File: config.mk
export PLATFORM = sky130hd
export DESIGN_NAME = rgb5a3_grayscale_converter_top
export DESIGN_NICKNAME = d
export VERILOG_FILES = /design/src/hw/rtl/r5a3g_pkg.sv /design/src/hw/rtl/rgb5a3_grayscale_converter_top.sv
export SDC_FILE = /design/constraint.sdc
export NUM_CORES = 1
export LEC_CHECK = 0
export BUFFER_PORTS_ARGS = -buffer_cell sky130_fd_sc_hd__buf_2
export CAP_MARGIN = 30
export CORE_AREA = 2 2 252 254
export DETAILED_ROUTE_END_ITERATION = 8
export DIE_AREA = 0 0 254 256
export GPL_ROUTABILITY_DRIVEN = 1
export PLACE_DENSITY_LB_ADDON = 0.15
export REMOVE_ABC_BUFFERS = 1
export SLEW_MARGIN = 20
export SYNTH_ARGS = -nofsm -noshare
export SYNTH_HDL_FRONTEND = slang
export SYNTH_SLANG_ARGS = --single-unit
File: constraint.sdc
create_clock -name clk -period 13.21 [get_ports clk]
set_input_delay 1.321 -clock clk [delete_from_list [all_inputs] [get_ports clk]]
set_output_delay 1.321 -clock clk [all_outputs]
set_load 0.05 [all_outputs]
File: src/hw/rtl/r5a3g_pkg.sv
`default_nettype none

package r5a3g_pkg;

    // Item modes
    localparam logic [1:0] MODE_TEXEL = 2'd0;
    localparam logic [1:0] MODE_RGB8  = 2'd1;
    localparam logic [1:0] MODE_S16   = 2'd2;

    // Luma weights, sized for the signed product width
    localparam int unsigned PROD_W = 25;
    localparam int unsigned LUMA_W = PROD_W - 8;
    localparam logic signed [PROD_W-1:0] LUMA_WR = 25'sd77;
    localparam logic signed [PROD_W-1:0] LUMA_WG = 25'sd150;
    localparam logic signed [PROD_W-1:0] LUMA_WB = 25'sd29;

    // Clamp limits for the signed mode
    localparam logic signed [LUMA_W-1:0] GRAY_MIN = -17'sd1024;
    localparam logic signed [LUMA_W-1:0] GRAY_MAX = 17'sd1023;

    // Expand a 5-bit channel to 8 bits: x*255/31 = 8x + floor(7x/31)
    function automatic logic [7:0] expand5(input logic [4:0] x);
        logic [7:0]  seven_x;
        logic [15:0] scaled;
        begin
            seven_x = {3'b000, x} * 8'd7;
            scaled  = {8'h00, seven_x} * 16'd265;
            expand5 = {x, 3'b000} + {5'b00000, scaled[15:13]};
        end
    endfunction

    // Requantise an 8-bit luma to 5 bits: floor(l*31/255)
    function automatic logic [4:0] quant5(input logic [7:0] l);
        logic [12:0] prod;
        logic [12:0] acc;
        begin
            prod   = {5'b00000, l} * 13'd31;
            acc    = prod + {8'h00, prod[12:8]} + 13'd1;
            quant5 = acc[12:8];
        end
    endfunction

    // Requantise an 8-bit luma to 4 bits: floor((l+8)/17)
    function automatic logic [3:0] quant4(input logic [7:0] l);
        logic [8:0]  biased;
        logic [15:0] prod;
        begin
            biased = {1'b0, l} + 9'd8;
            prod   = {7'h00, biased} * 16'd241;
            quant4 = prod[15:12];
        end
    endfunction

endpackage

`default_nettype wire

File: src/hw/rtl/rgb5a3_grayscale_converter_top.sv
`default_nettype none

// Grey-scale converter for RGB5A3 texels and RGB colours.
// Input channel: in_valid/in_ready carry mode, texel_in and red/green/blue_in.
// Mode 0 converts an RGB5A3 texel into a grey texel of the same format
// (opaque and translucent layouts both handled), mode 1 returns the luma of
// an unsigned 8-bit colour, mode 2 returns the floored luma of signed 16-bit
// channels clamped to -1024..1023. Mode 3 yields zeros.
// Output channel: out_valid/out_ready carry texel_out and gray_out; the
// field unused by the mode is zero.
// Pipeline: four register stages (channel expansion, weight multipliers,
// sum and shift, requantise/clamp into the output register); the first
// stage loads at the accepting edge itself, and out_valid rises once the
// item reaches the output register.
// Throughput: one item per cycle unless stalled; each stage advances when
// it is empty or the stage after it advances; bubbles close up during a stall.
// When out_ready is low the output register holds its item and the stages
// behind it fill; in_ready falls only once every stage is occupied.
// Reset clears all valid bits; the block is empty and ready afterwards.
module rgb5a3_grayscale_converter_top (
    input  wire logic               clk,
    input  wire logic               rst_n,
    input  wire logic               in_valid,
    output logic                    in_ready,
    input  wire logic [1:0]         mode,
    input  wire logic [15:0]        texel_in,
    input  wire logic signed [15:0] red_in,
    input  wire logic signed [15:0] green_in,
    input  wire logic signed [15:0] blue_in,
    output logic                    out_valid,
    input  wire logic               out_ready,
    output logic [15:0]             texel_out,
    output logic signed [10:0]      gray_out
);

    localparam int unsigned PW = r5a3g_pkg::PROD_W;
    localparam int unsigned LW = r5a3g_pkg::LUMA_W;

    // Valid bits
    logic v1_reg, v2_reg, v3_reg, v4_reg;
    logic en1, en2, en3, en4;

    // Stage 1: expanded channels
    logic [1:0]         s1_mode_reg;
    logic               s1_opaque_reg;
    logic [2:0]         s1_alpha_reg;
    logic signed [15:0] s1_r_reg, s1_g_reg, s1_b_reg;
    logic signed [15:0] s1_r_next, s1_g_next, s1_b_next;

    // Stage 2: weighted products
    logic [1:0]           s2_mode_reg;
    logic                 s2_opaque_reg;
    logic [2:0]           s2_alpha_reg;
    logic signed [PW-1:0] s2_pr_reg, s2_pg_reg, s2_pb_reg;

    // Stage 3: luma
    logic [1:0]           s3_mode_reg;
    logic                 s3_opaque_reg;
    logic [2:0]           s3_alpha_reg;
    logic signed [LW-1:0] s3_lum_reg;
    logic signed [PW-1:0] sum_next;

    // Stage 4: output register
    logic [15:0]        texel_reg, texel_next;
    logic signed [10:0] gray_reg, gray_next;
    logic [4:0]         q5;
    logic [3:0]         q4;

    // Advance a stage when it is empty or the one after it advances
    assign en4      = !v4_reg || out_ready;
    assign en3      = !v3_reg || en4;
    assign en2      = !v2_reg || en3;
    assign en1      = !v1_reg || en2;
    assign in_ready = en1;

    always_ff @(posedge clk or negedge rst_n)
    begin
        if (!rst_n)
        begin
            v1_reg <= 1'b0;
            v2_reg <= 1'b0;
            v3_reg <= 1'b0;
            v4_reg <= 1'b0;
        end
        else
        begin
            if (en1) v1_reg <= in_valid;
            if (en2) v2_reg <= v1_reg;
            if (en3) v3_reg <= v2_reg;
            if (en4) v4_reg <= v3_reg;
        end
    end

    // Expand channels to a common signed form
    always_comb
    begin
        case (mode)
            r5a3g_pkg::MODE_TEXEL:
            begin
                if (texel_in[15])
                begin
                    s1_r_next = {8'h00, r5a3g_pkg::expand5(texel_in[14:10])};
                    s1_g_next = {8'h00, r5a3g_pkg::expand5(texel_in[9:5])};
                    s1_b_next = {8'h00, r5a3g_pkg::expand5(texel_in[4:0])};
                end
                else
                begin
                    s1_r_next = {8'h00, texel_in[11:8], texel_in[11:8]};
                    s1_g_next = {8'h00, texel_in[7:4], texel_in[7:4]};
                    s1_b_next = {8'h00, texel_in[3:0], texel_in[3:0]};
                end
            end
            r5a3g_pkg::MODE_RGB8:
            begin
                s1_r_next = {8'h00, red_in[7:0]};
                s1_g_next = {8'h00, green_in[7:0]};
                s1_b_next = {8'h00, blue_in[7:0]};
            end
            default:
            begin
                s1_r_next = red_in;
                s1_g_next = green_in;
                s1_b_next = blue_in;
            end
        endcase
    end

    always_ff @(posedge clk)
    begin
        if (en1)
        begin
            s1_mode_reg   <= mode;
            s1_opaque_reg <= texel_in[15];
            s1_alpha_reg  <= texel_in[14:12];
            s1_r_reg      <= s1_r_next;
            s1_g_reg      <= s1_g_next;
            s1_b_reg      <= s1_b_next;
        end
    end

    // Multiply by the luma weights
    always_ff @(posedge clk)
    begin
        if (en2)
        begin
            s2_mode_reg   <= s1_mode_reg;
            s2_opaque_reg <= s1_opaque_reg;
            s2_alpha_reg  <= s1_alpha_reg;
            s2_pr_reg     <= PW'(s1_r_reg) * r5a3g_pkg::LUMA_WR;
            s2_pg_reg     <= PW'(s1_g_reg) * r5a3g_pkg::LUMA_WG;
            s2_pb_reg     <= PW'(s1_b_reg) * r5a3g_pkg::LUMA_WB;
        end
    end

    // Sum and floor-shift by 8
    assign sum_next = s2_pr_reg + s2_pg_reg + s2_pb_reg;

    always_ff @(posedge clk)
    begin
        if (en3)
        begin
            s3_mode_reg   <= s2_mode_reg;
            s3_opaque_reg <= s2_opaque_reg;
            s3_alpha_reg  <= s2_alpha_reg;
            s3_lum_reg    <= sum_next[PW-1:8];
        end
    end

    // Requantise, repack or clamp
    assign q5 = r5a3g_pkg::quant5(s3_lum_reg[7:0]);
    assign q4 = r5a3g_pkg::quant4(s3_lum_reg[7:0]);

    always_comb
    begin
        texel_next = 16'h0000;
        gray_next  = 11'sd0;
        case (s3_mode_reg)
            r5a3g_pkg::MODE_TEXEL:
            begin
                if (s3_opaque_reg)
                    texel_next = {1'b1, q5, q5, q5};
                else
                    texel_next = {1'b0, s3_alpha_reg, q4, q4, q4};
            end
            r5a3g_pkg::MODE_RGB8:
            begin
                gray_next = {3'b000, s3_lum_reg[7:0]};
            end
            r5a3g_pkg::MODE_S16:
            begin
                if (s3_lum_reg < r5a3g_pkg::GRAY_MIN)
                    gray_next = r5a3g_pkg::GRAY_MIN[10:0];
                else if (s3_lum_reg > r5a3g_pkg::GRAY_MAX)
                    gray_next = r5a3g_pkg::GRAY_MAX[10:0];
                else
                    gray_next = s3_lum_reg[10:0];
            end
            default:
            begin
                texel_next = 16'h0000;
                gray_next  = 11'sd0;
            end
        endcase
    end

    always_ff @(posedge clk)
    begin
        if (en4)
        begin
            texel_reg <= texel_next;
            gray_reg  <= gray_next;
        end
    end

    assign out_valid = v4_reg;
    assign texel_out = texel_reg;
    assign gray_out  = gray_reg;

endmodule

`default_nettype wire
* After elaboration in Yosys (flattened, before gate mapping)
Index checks and enable logic that the tools add are counted.
Storage, ports and cells: register bits 188, input port bits 70, output and inout bits 29, logic and storage cells 66
Operators by class: add/sub/neg operators 8, multiply operators 11, $lt $le $gt $ge 2, equality and inequality tests 3, multiplexer cells 10, reductions and logical operators 10
Operator list (number):
- $pmux W16 S2 | 3
- $add A25 B25 Y25 | 2
- $mul A16 B8 Y24 const B | 2
- $mul A8 B9 Y16 const B | 3
- $add A8 B3 Y8 | 3
- $mul A5 B3 Y8 const B | 3
- $mux W8 | 3
- $mul A16 B6 Y22 const B | 1
- $mux W11 | 2
- $pmux W11 S2 | 1
- $gt A17 B11 Y1 const B | 1
- $lt A17 B11 Y1 const B | 1
- $mul A9 B8 Y16 const B | 1
- $mux W16 | 1
- $add A13 B1 Y13 const B | 1
- $add A13 B5 Y13 | 1
- $mul A8 B5 Y13 const B | 1
- $add A8 B4 Y9 const B | 1
- $eq A2 B1 Y1 const B | 2
- $logic_not A1 Y1 | 4
- $logic_not A2 Y1 | 2
- $logic_or A1 B1 Y1 | 4
- $eq A2 B2 Y1 const B | 1

* Longest topological paths before layout
Gate-level depths: netlist (run 1).
word-level depth 5, depth in mapped cells 24, gate-level depth less buffers 23

* Worst setup path before layout (run 1)
No wires, ideal clock.
path kind flip-flop to flip-flop, from register s3_lum_reg[3], to register texel_reg[12] (netlist: texel_out[12]) (data pin), library setup time 0.263 ns, arrival 5.311 ns, data required time 12.947 ns, setup slack 7.636 ns, cell stages (with the launch flop) 24, path buffers 1, period minus slack after synthesis 5.574 ns, cells stage by stage edfxtp_1 clkbuf_1 inv_1 fa_1 inv_1 fa_1 inv_1 fa_1 inv_1 ha_1 o21a_1 o31ai_1 a21oi_1 o21ai_0 nand2b_1 xnor2_1 inv_1 ha_1 and3b_1 a211o_2 a21o_2 o21a_4 xnor2_2 o21ai_1
Between the ends: word-level cells in the longest chain between the ends 4
Ends and longest elaborated chain:
- start, declared | RTL line rgb5a3_grayscale_converter_top.sv:60 | logic signed [LW-1:0] s3_lum_reg;
- start signal, assigned | RTL line rgb5a3_grayscale_converter_top.sv:165 | s3_lum_reg <= sum_next[PW-1:8];
- $mul A8 B5 Y13 | RTL line r5a3g_pkg.sv:37 | prod = {5'b00000, l} * 13'd31;
- $add A13 B5 Y13 | RTL line r5a3g_pkg.sv:38 | acc = prod + {8'h00, prod[12:8]} + 13'd1;
- $add A13 B1 Y13 | RTL line r5a3g_pkg.sv:38
- $mux W16 | RTL line rgb5a3_grayscale_converter_top.sv:180 | if (s3_opaque_reg)
- end signal, assigned | RTL line rgb5a3_grayscale_converter_top.sv:210 | texel_reg <= texel_next;
- end, declared | RTL line rgb5a3_grayscale_converter_top.sv:64 | logic [15:0] texel_reg, texel_next;
No other way between the ends. A chain may end at the register's enable or synchronous reset.

* Final worst setup path (run 1)
from register s3_lum_reg[3], to register texel_reg[7] (netlist: texel_out[7]) (data pin)
Between the ends: word-level cells in the longest chain between the ends 4, elaborated cells between the ends (all ways) 6, classes of those cells add/sub: 3; mul: 2; mux: 1
Ends and longest elaborated chain (RTL line):
- $mul A8 B5 Y13 | r5a3g_pkg.sv:37
- $add A13 B5 Y13 | r5a3g_pkg.sv:38
- $add A13 B1 Y13 | r5a3g_pkg.sv:38
- $mux W16 * | rgb5a3_grayscale_converter_top.sv:180
Every way passes the cells marked *; elsewhere a longest branch is shown, timed or not.

==> flow_metrics.py, run 1 <==
metrics = {
    "detailed_routing": {
        "vias_per_cell": 4.412,
        "drc_errors": 0,
        "initialDrtViolationCount": 345,
        "wl_per_cell_um": 14.68,
        "ant_nets": 0,
        "vias": 11710,
        "firstDrtPassIters": 4,
        "drt-total-wl_um": 38950,
    },
    "setup_path": {
        "r2r_end": "texel_out[7]",
        "cpMostUsedCell": "inv_1",
        "startpoint_type": "flop",
        "critPathRequiredTime_ps": 13430,
        "r2r_cells": 23,
        "regToRegSetupSlack_ps": 7150,
        "path_cells": "inv_1, fa_1, inv_1, fa_1, inv_1, fa_1, inv_1, ha_1, o21a_1, o31ai_1, a21oi_1, o21ai_0, nand2b_1, xnor2_1, inv_1, ha_1, a21oi_1, nor2_1, a211o_2, a21o_2, o21a_4, xnor2_2, o21ai_1",
        "cp.arrival_ps": 6280,
        "regToRegStartpoint": "s3_lum_reg[3]",
        "timing.critical_path.buf_inv": 5,
        "cp-end-kind": "flop",
        "cp_top_family": "adder cells",
        "crit_fanout": 9,
        "criticalPathCategory": "reg2reg",
        "cpPeakStageDelay_ps": 600,
        "crit_slowest_cell": "fa_1",
    },
    "place": {
        "dp.final_hpwl_um": 33030,
        "io_buffers": 98,
        "place_congestion": 0.8044,
    },
    "global_routing": {
        "grt_overflow": 0,
        "grt_antenna_before_repair": 0,
        "grt_use_total_pct": 12.79,
        "grt_pass1_wl_um": 64940,
        "first_global_vias": 12470,
        "grt_max_degree": 54,
    },
    "clock_network": {
        "clk_latency_ps": 480,
        "cts.path.max_buffers": 2,
        "postCtsSetupBuffers": 0,
        "hold_buffers": 0,
        "cts.sinks": 184,
        "cts_root_buffer": "clkbuf_16",
        "cts_resized": 0,
        "clk_pin_slew_ps": 70,
        "cts_made_buffers": 17,
        "htree_levels": 4,
        "cts_tree": "done",
    },
    "finish": {
        "insertedDiodeCount": 0,
        "area_delta_synth_final_pct": 12.07,
        "layout-drive-gt1-share_pct": 9.347,
        "nNetsFinal": 2364,
    },
    "sta": {
        "rsz0062_at_grt": "false",
        "fin_crit_ps": 6058,
        "finalMaxSlewViolations": 0,
        "relSlewSlack_pct": 45.20,
        "setup_viol_count_final": 0,
        "finalCritPeriodShare_pct": 45.86,
        "fin_setup_tns_ps": 0,
        "fmax_mhz": 165.1,
        "hold_violations": 0,
        "worst_pin_slew_ps": 822.0,
        "skew_ps": 14.03,
    },
    "floorplan": {
        "dieArea_sq_mm": 0.06502,
        "rows": 92,
        "die_h_um": 256,
        "core_sq_mm": 0.06239,
        "start_util_pct": 29.59,
        "io_pins": 99,
        "fp.dieW_um": 254,
    },
    "logic_synthesis": {
        "ys.flop_type": "edfxtp_1",
        "yosysMostFrequentCell": "ha_1",
        "synthTopCellsByArea": "edfxtp_1, ha_1, fa_1",
        "synth_top_area_share_pct": 29.28,
        "synthArstFlopShare_pct": 2.174,
        "yosysSeqAreaShare_pct": 29.82,
        "ys_warn_count": 0,
        "synth_area_per_cell_sq_um": 10.94,
        "ys_ff_latch": 184,
        "synth.distinct_cells": 75,
        "synth_common_cells": "ha_1, inv_1, edfxtp_1",
        "synth_edf_count": 180,
        "synthCells": 1687,
        "yosys.area.top_type": "edfxtp_1",
        "syn_area_sq_mm": 0.01846,
    },
    "min_path": {
        "worstHoldStart": "s1_mode_reg[1]",
        "holdPathStages": 0,
        "hold_class": "reg2reg",
        "hold_end": "s2_mode_reg[1]",
    },
    "run_status": {
        "status": "complete, no violations",
    },
    "job": {
        "drv_cap": 0,
    },
}
per-stage QoR:
stage / worst slack (ps) / instance area (sq um) / util, % / instances / hold WS (ps)
6_report: 7152 / 20690 / 33.16 / 2654 / 410.7
5_1_grt: 6756 / 20690 / 33.16 / 2654 / 419.8
4_1_cts: 7106 / 20690 / 33.16 / 2654 / 410.9
3_5_place_dp: 7160 / 20040 / 32.12 / 2622 / 405.2
3_3_place_gp: 7250 / 19980 / 32.03 / 2619 / 400.2
2_1_floorplan: 7738 / 18390 / - / 1671 / 400.3
per-layer routing:
layer,track usage (%),vias to the layer above,wire (um)
li1,-,5979,-
met1,15.98,5584,17880
met2,22.11,114,19270
met3,2.319,33,973
met4,4.216,0,833
met5,0,-,0
cell usage in the layout, fill, tap and decap left out, types with 6 or more instances in the layout:
master / count
o21ai_0: 67
nand2b_1: 11
xnor2_1: 72
and2_1: 28
edfxtp_1: 180
o21ai_1: 6
inv_1: 314
fa_1: 158
a31oi_1: 6
nor3_1: 21
o21a_1: 19
clkbuf_16: 17
nor2_1: 54
o21bai_1: 7
a21oi_1: 70
a41o_1: 6
a211oi_1: 7
ha_1: 341
a21o_1: 31
nand2_1: 73
nor2b_1: 22
and3_1: 12
nand4_1: 12
nand3_1: 23
a41oi_1: 7
mux2i_1: 12
xor2_1: 25
buf_2: 98
kinds of logic after synthesis:
group           Yosys count  synth area share [%]
flops                   184                 29.82
compound gates          271                 9.550
xor+xnor                 98                 4.690
buf+inv                 330                 6.764
fa+ha+maj               499                 40.25
mux                      13                0.7117
simple gates            292                 8.215
worst max path at each step:
stage | start | end | slack [ps] | depth (start not counted)
floorplan | texel_in[5] | s1_g_reg[0] | 7740 | 19
global placement | texel_in[5] | s1_g_reg[0] | 7250 | 20
detailed placement | texel_in[5] | s1_g_reg[0] | 7160 | 20
CTS | s3_lum_reg[3] | texel_out[7] | 7110 | 23
global route | s3_lum_reg[3] | texel_out[0] | 6760 | 23
finish | s3_lum_reg[3] | texel_out[7] | 7150 | 23
cell type report:
| class | count | area (sq um) |
|---|---|---|
| Multi-Input combinational cell | 1173 | 11720 |
| Timing Repair Buffer | 105 | 578.1 |
| Tap cell | 846 | 1059 |
| Clock inverter | 14 | 220.2 |
| Clock buffer | 18 | 429.2 |
| Fill cell | 6438 | 41700 |
| Inverter | 314 | 1179 |
| Sequential cell | 184 | 5505 |
Power of run 1 is not shown: default switching activity piles up to over one toggle a cycle in this logic, so the estimate is an artifact.
==> inputs of run 2 (changes only) <==
==> constraint.sdc (replaced) <==
create_clock -name clk -period 5.9 [get_ports clk]
set_input_delay 0.59 -clock clk [delete_from_list [all_inputs] [get_ports clk]]
set_output_delay 0.59 -clock clk [all_outputs]
set_load 0.05 [all_outputs]
==> flow_metrics.py, run 2 (synthesis results as in run 1) <==
metrics = {
    "global_routing": {
        "grt_pass1_wl_um": 65000,
        "first_global_vias": 12530,
        "grt_max_degree": 51,
        "grt_antenna_before_repair": 0,
        "grt_overflow": 0,
        "grt_use_total_pct": 12.75,
    },
    "floorplan": {
        "die_h_um": 256,
        "rows": 92,
        "dieArea_sq_mm": 0.06502,
        "io_pins": 99,
        "fp.dieW_um": 254,
        "start_util_pct": 29.59,
        "core_sq_mm": 0.06239,
    },
    "detailed_routing": {
        "firstDrtPassIters": 5,
        "vias": 11870,
        "vias_per_cell": 4.448,
        "wl_per_cell_um": 14.68,
        "ant_nets": 0,
        "drt-total-wl_um": 39190,
        "initialDrtViolationCount": 371,
        "drc_errors": 0,
    },
    "min_path": {
        "worstHoldStart": "in_valid",
        "hold_class": "in2reg",
    },
    "setup_path": {
        "critPathRequiredTime_ps": 6110,
        "regToRegStartpoint": "s3_lum_reg[1]",
        "path_cells": "buf_4, fa_1, inv_1, fa_1, inv_1, fa_1, inv_1, ha_1, o21a_1, o31ai_2, a21oi_2, o21ai_2, nand2b_1, xnor2_2, inv_1, ha_1, and3b_1, a211o_2, a21o_2, o211ai_2, xor2_1, o21ai_0",
        "cp.arrival_ps": 5790,
        "cpMostUsedCell": "inv_1",
        "regToRegSetupSlack_ps": 320,
        "crit_fanout": 5,
        "cp_top_family": "adder cells",
        "cp-end-kind": "flop",
        "startpoint": "s3_lum_reg[1]",
        "startpoint_type": "flop",
        "crit_slowest_cell": "fa_1",
        "cpPeakStageDelay_ps": 580,
        "criticalPathCategory": "reg2reg",
        "timing.critical_path.buf_inv": 5,
    },
    "sta": {
        "fin_crit_ps": 5577,
        "fin_setup_tns_ps": 0,
        "finalMaxSlewViolations": 0,
        "rsz0062_at_grt": "false",
        "finalCritPeriodShare_pct": 94.52,
        "hold_violations": 0,
        "setup_viol_count_final": 0,
        "skew_ps": 12.56,
        "relSlewSlack_pct": 45.63,
        "fmax_mhz": 179.3,
        "worst_pin_slew_ps": 815.6,
    },
    "clock_network": {
        "cts_root_buffer": "clkbuf_16",
        "clk_pin_slew_ps": 70,
        "cts_made_buffers": 17,
        "cts_tree": "done",
        "clk_latency_ps": 470,
        "cts.sinks": 184,
        "htree_levels": 4,
        "cts.path.max_buffers": 2,
    },
    "place": {
        "place_congestion": 0.7975,
        "dp.final_hpwl_um": 32920,
        "io_buffers": 98,
    },
    "job": {
        "drv_cap": 0,
    },
    "finish": {
        "layout-drive-gt1-share_pct": 10.15,
        "nNetsFinal": 2379,
        "area_delta_synth_final_pct": 12.48,
        "insertedDiodeCount": 0,
        "layout_common_cells": "ha_1, inv_1, edfxtp_1",
        "final_common_cell": "ha_1",
    },
    "run_status": {
        "status": "complete, no violations",
    },
}
-- run 2: routing by layer --
layer	global-route usage [%]	wire (um)
met2	22.63	19930
met5	0	0
met1	15.68	17800
met4	3.644	531
met3	2.288	926
-- run 2: path summary, 6_finish.rpt --
path,cells after the start,to
setup reg to reg,22,texel_out[10]
min in group asynchronous,2,out_valid
hold reg to reg,0,s2_opaque_reg
max in group asynchronous,2,v2_reg
setup / recovery,22,texel_out[10]
hold / removal,2,v1_reg
-- run 2: cell type report --
class                      instances  area [sq um]
clock buffer                      23         467.9
fill                            6444         41630
inverter                         314          1179
tap                              846          1059
sequential                       184          5505
clock inverter                     9         116.4
timing repair buffer             120         693.2
multi-input combinational       1173         11740
-- run 2: metrics by stage --
step | utilization (%) | cell area [sq um] | hold WS (ps) | instances | setup WS (ps)
after floorplan | - | 18390 | 294.4 | 1671 | 434.1
after global placement | 32.12 | 20040 | 400.4 | 2627 | 203.8
after detailed placement | 32.22 | 20100 | 401.6 | 2630 | 55.28
after CTS | 33.17 | 20690 | 271.0 | 2663 | 19.52
after global routing | 33.28 | 20760 | 295.9 | 2669 | 7.581
final | 33.28 | 20760 | 310.6 | 2669 | 323.3
-- run 2: repair_timing --
item	4_1_cts	5_1_grt
hold buffers	1	0
endpoints found under the setup margin	0	15
endpoints found under the hold margin	4	0
resized for setup	0	6
setup buffers	0	6
-- run 2: worst register-to-register path, stage by stage, from the launching register on --
cell and delay [ps]:
edfxtp_1 470, buf_4 180, fa_1 590, inv_1 70, fa_1 510, inv_1 60
fa_1 490, inv_1 40, ha_1 330, o21a_1 210, o31ai_2 80, a21oi_2 120
o21ai_2 140, nand2b_1 130, xnor2_2 240, inv_1 80, ha_1 300, and3b_1 190
a211o_2 330, a21o_2 230, o211ai_2 180, xor2_1 250, o21ai_0 100
Power of run 2 is left out for the same reason.
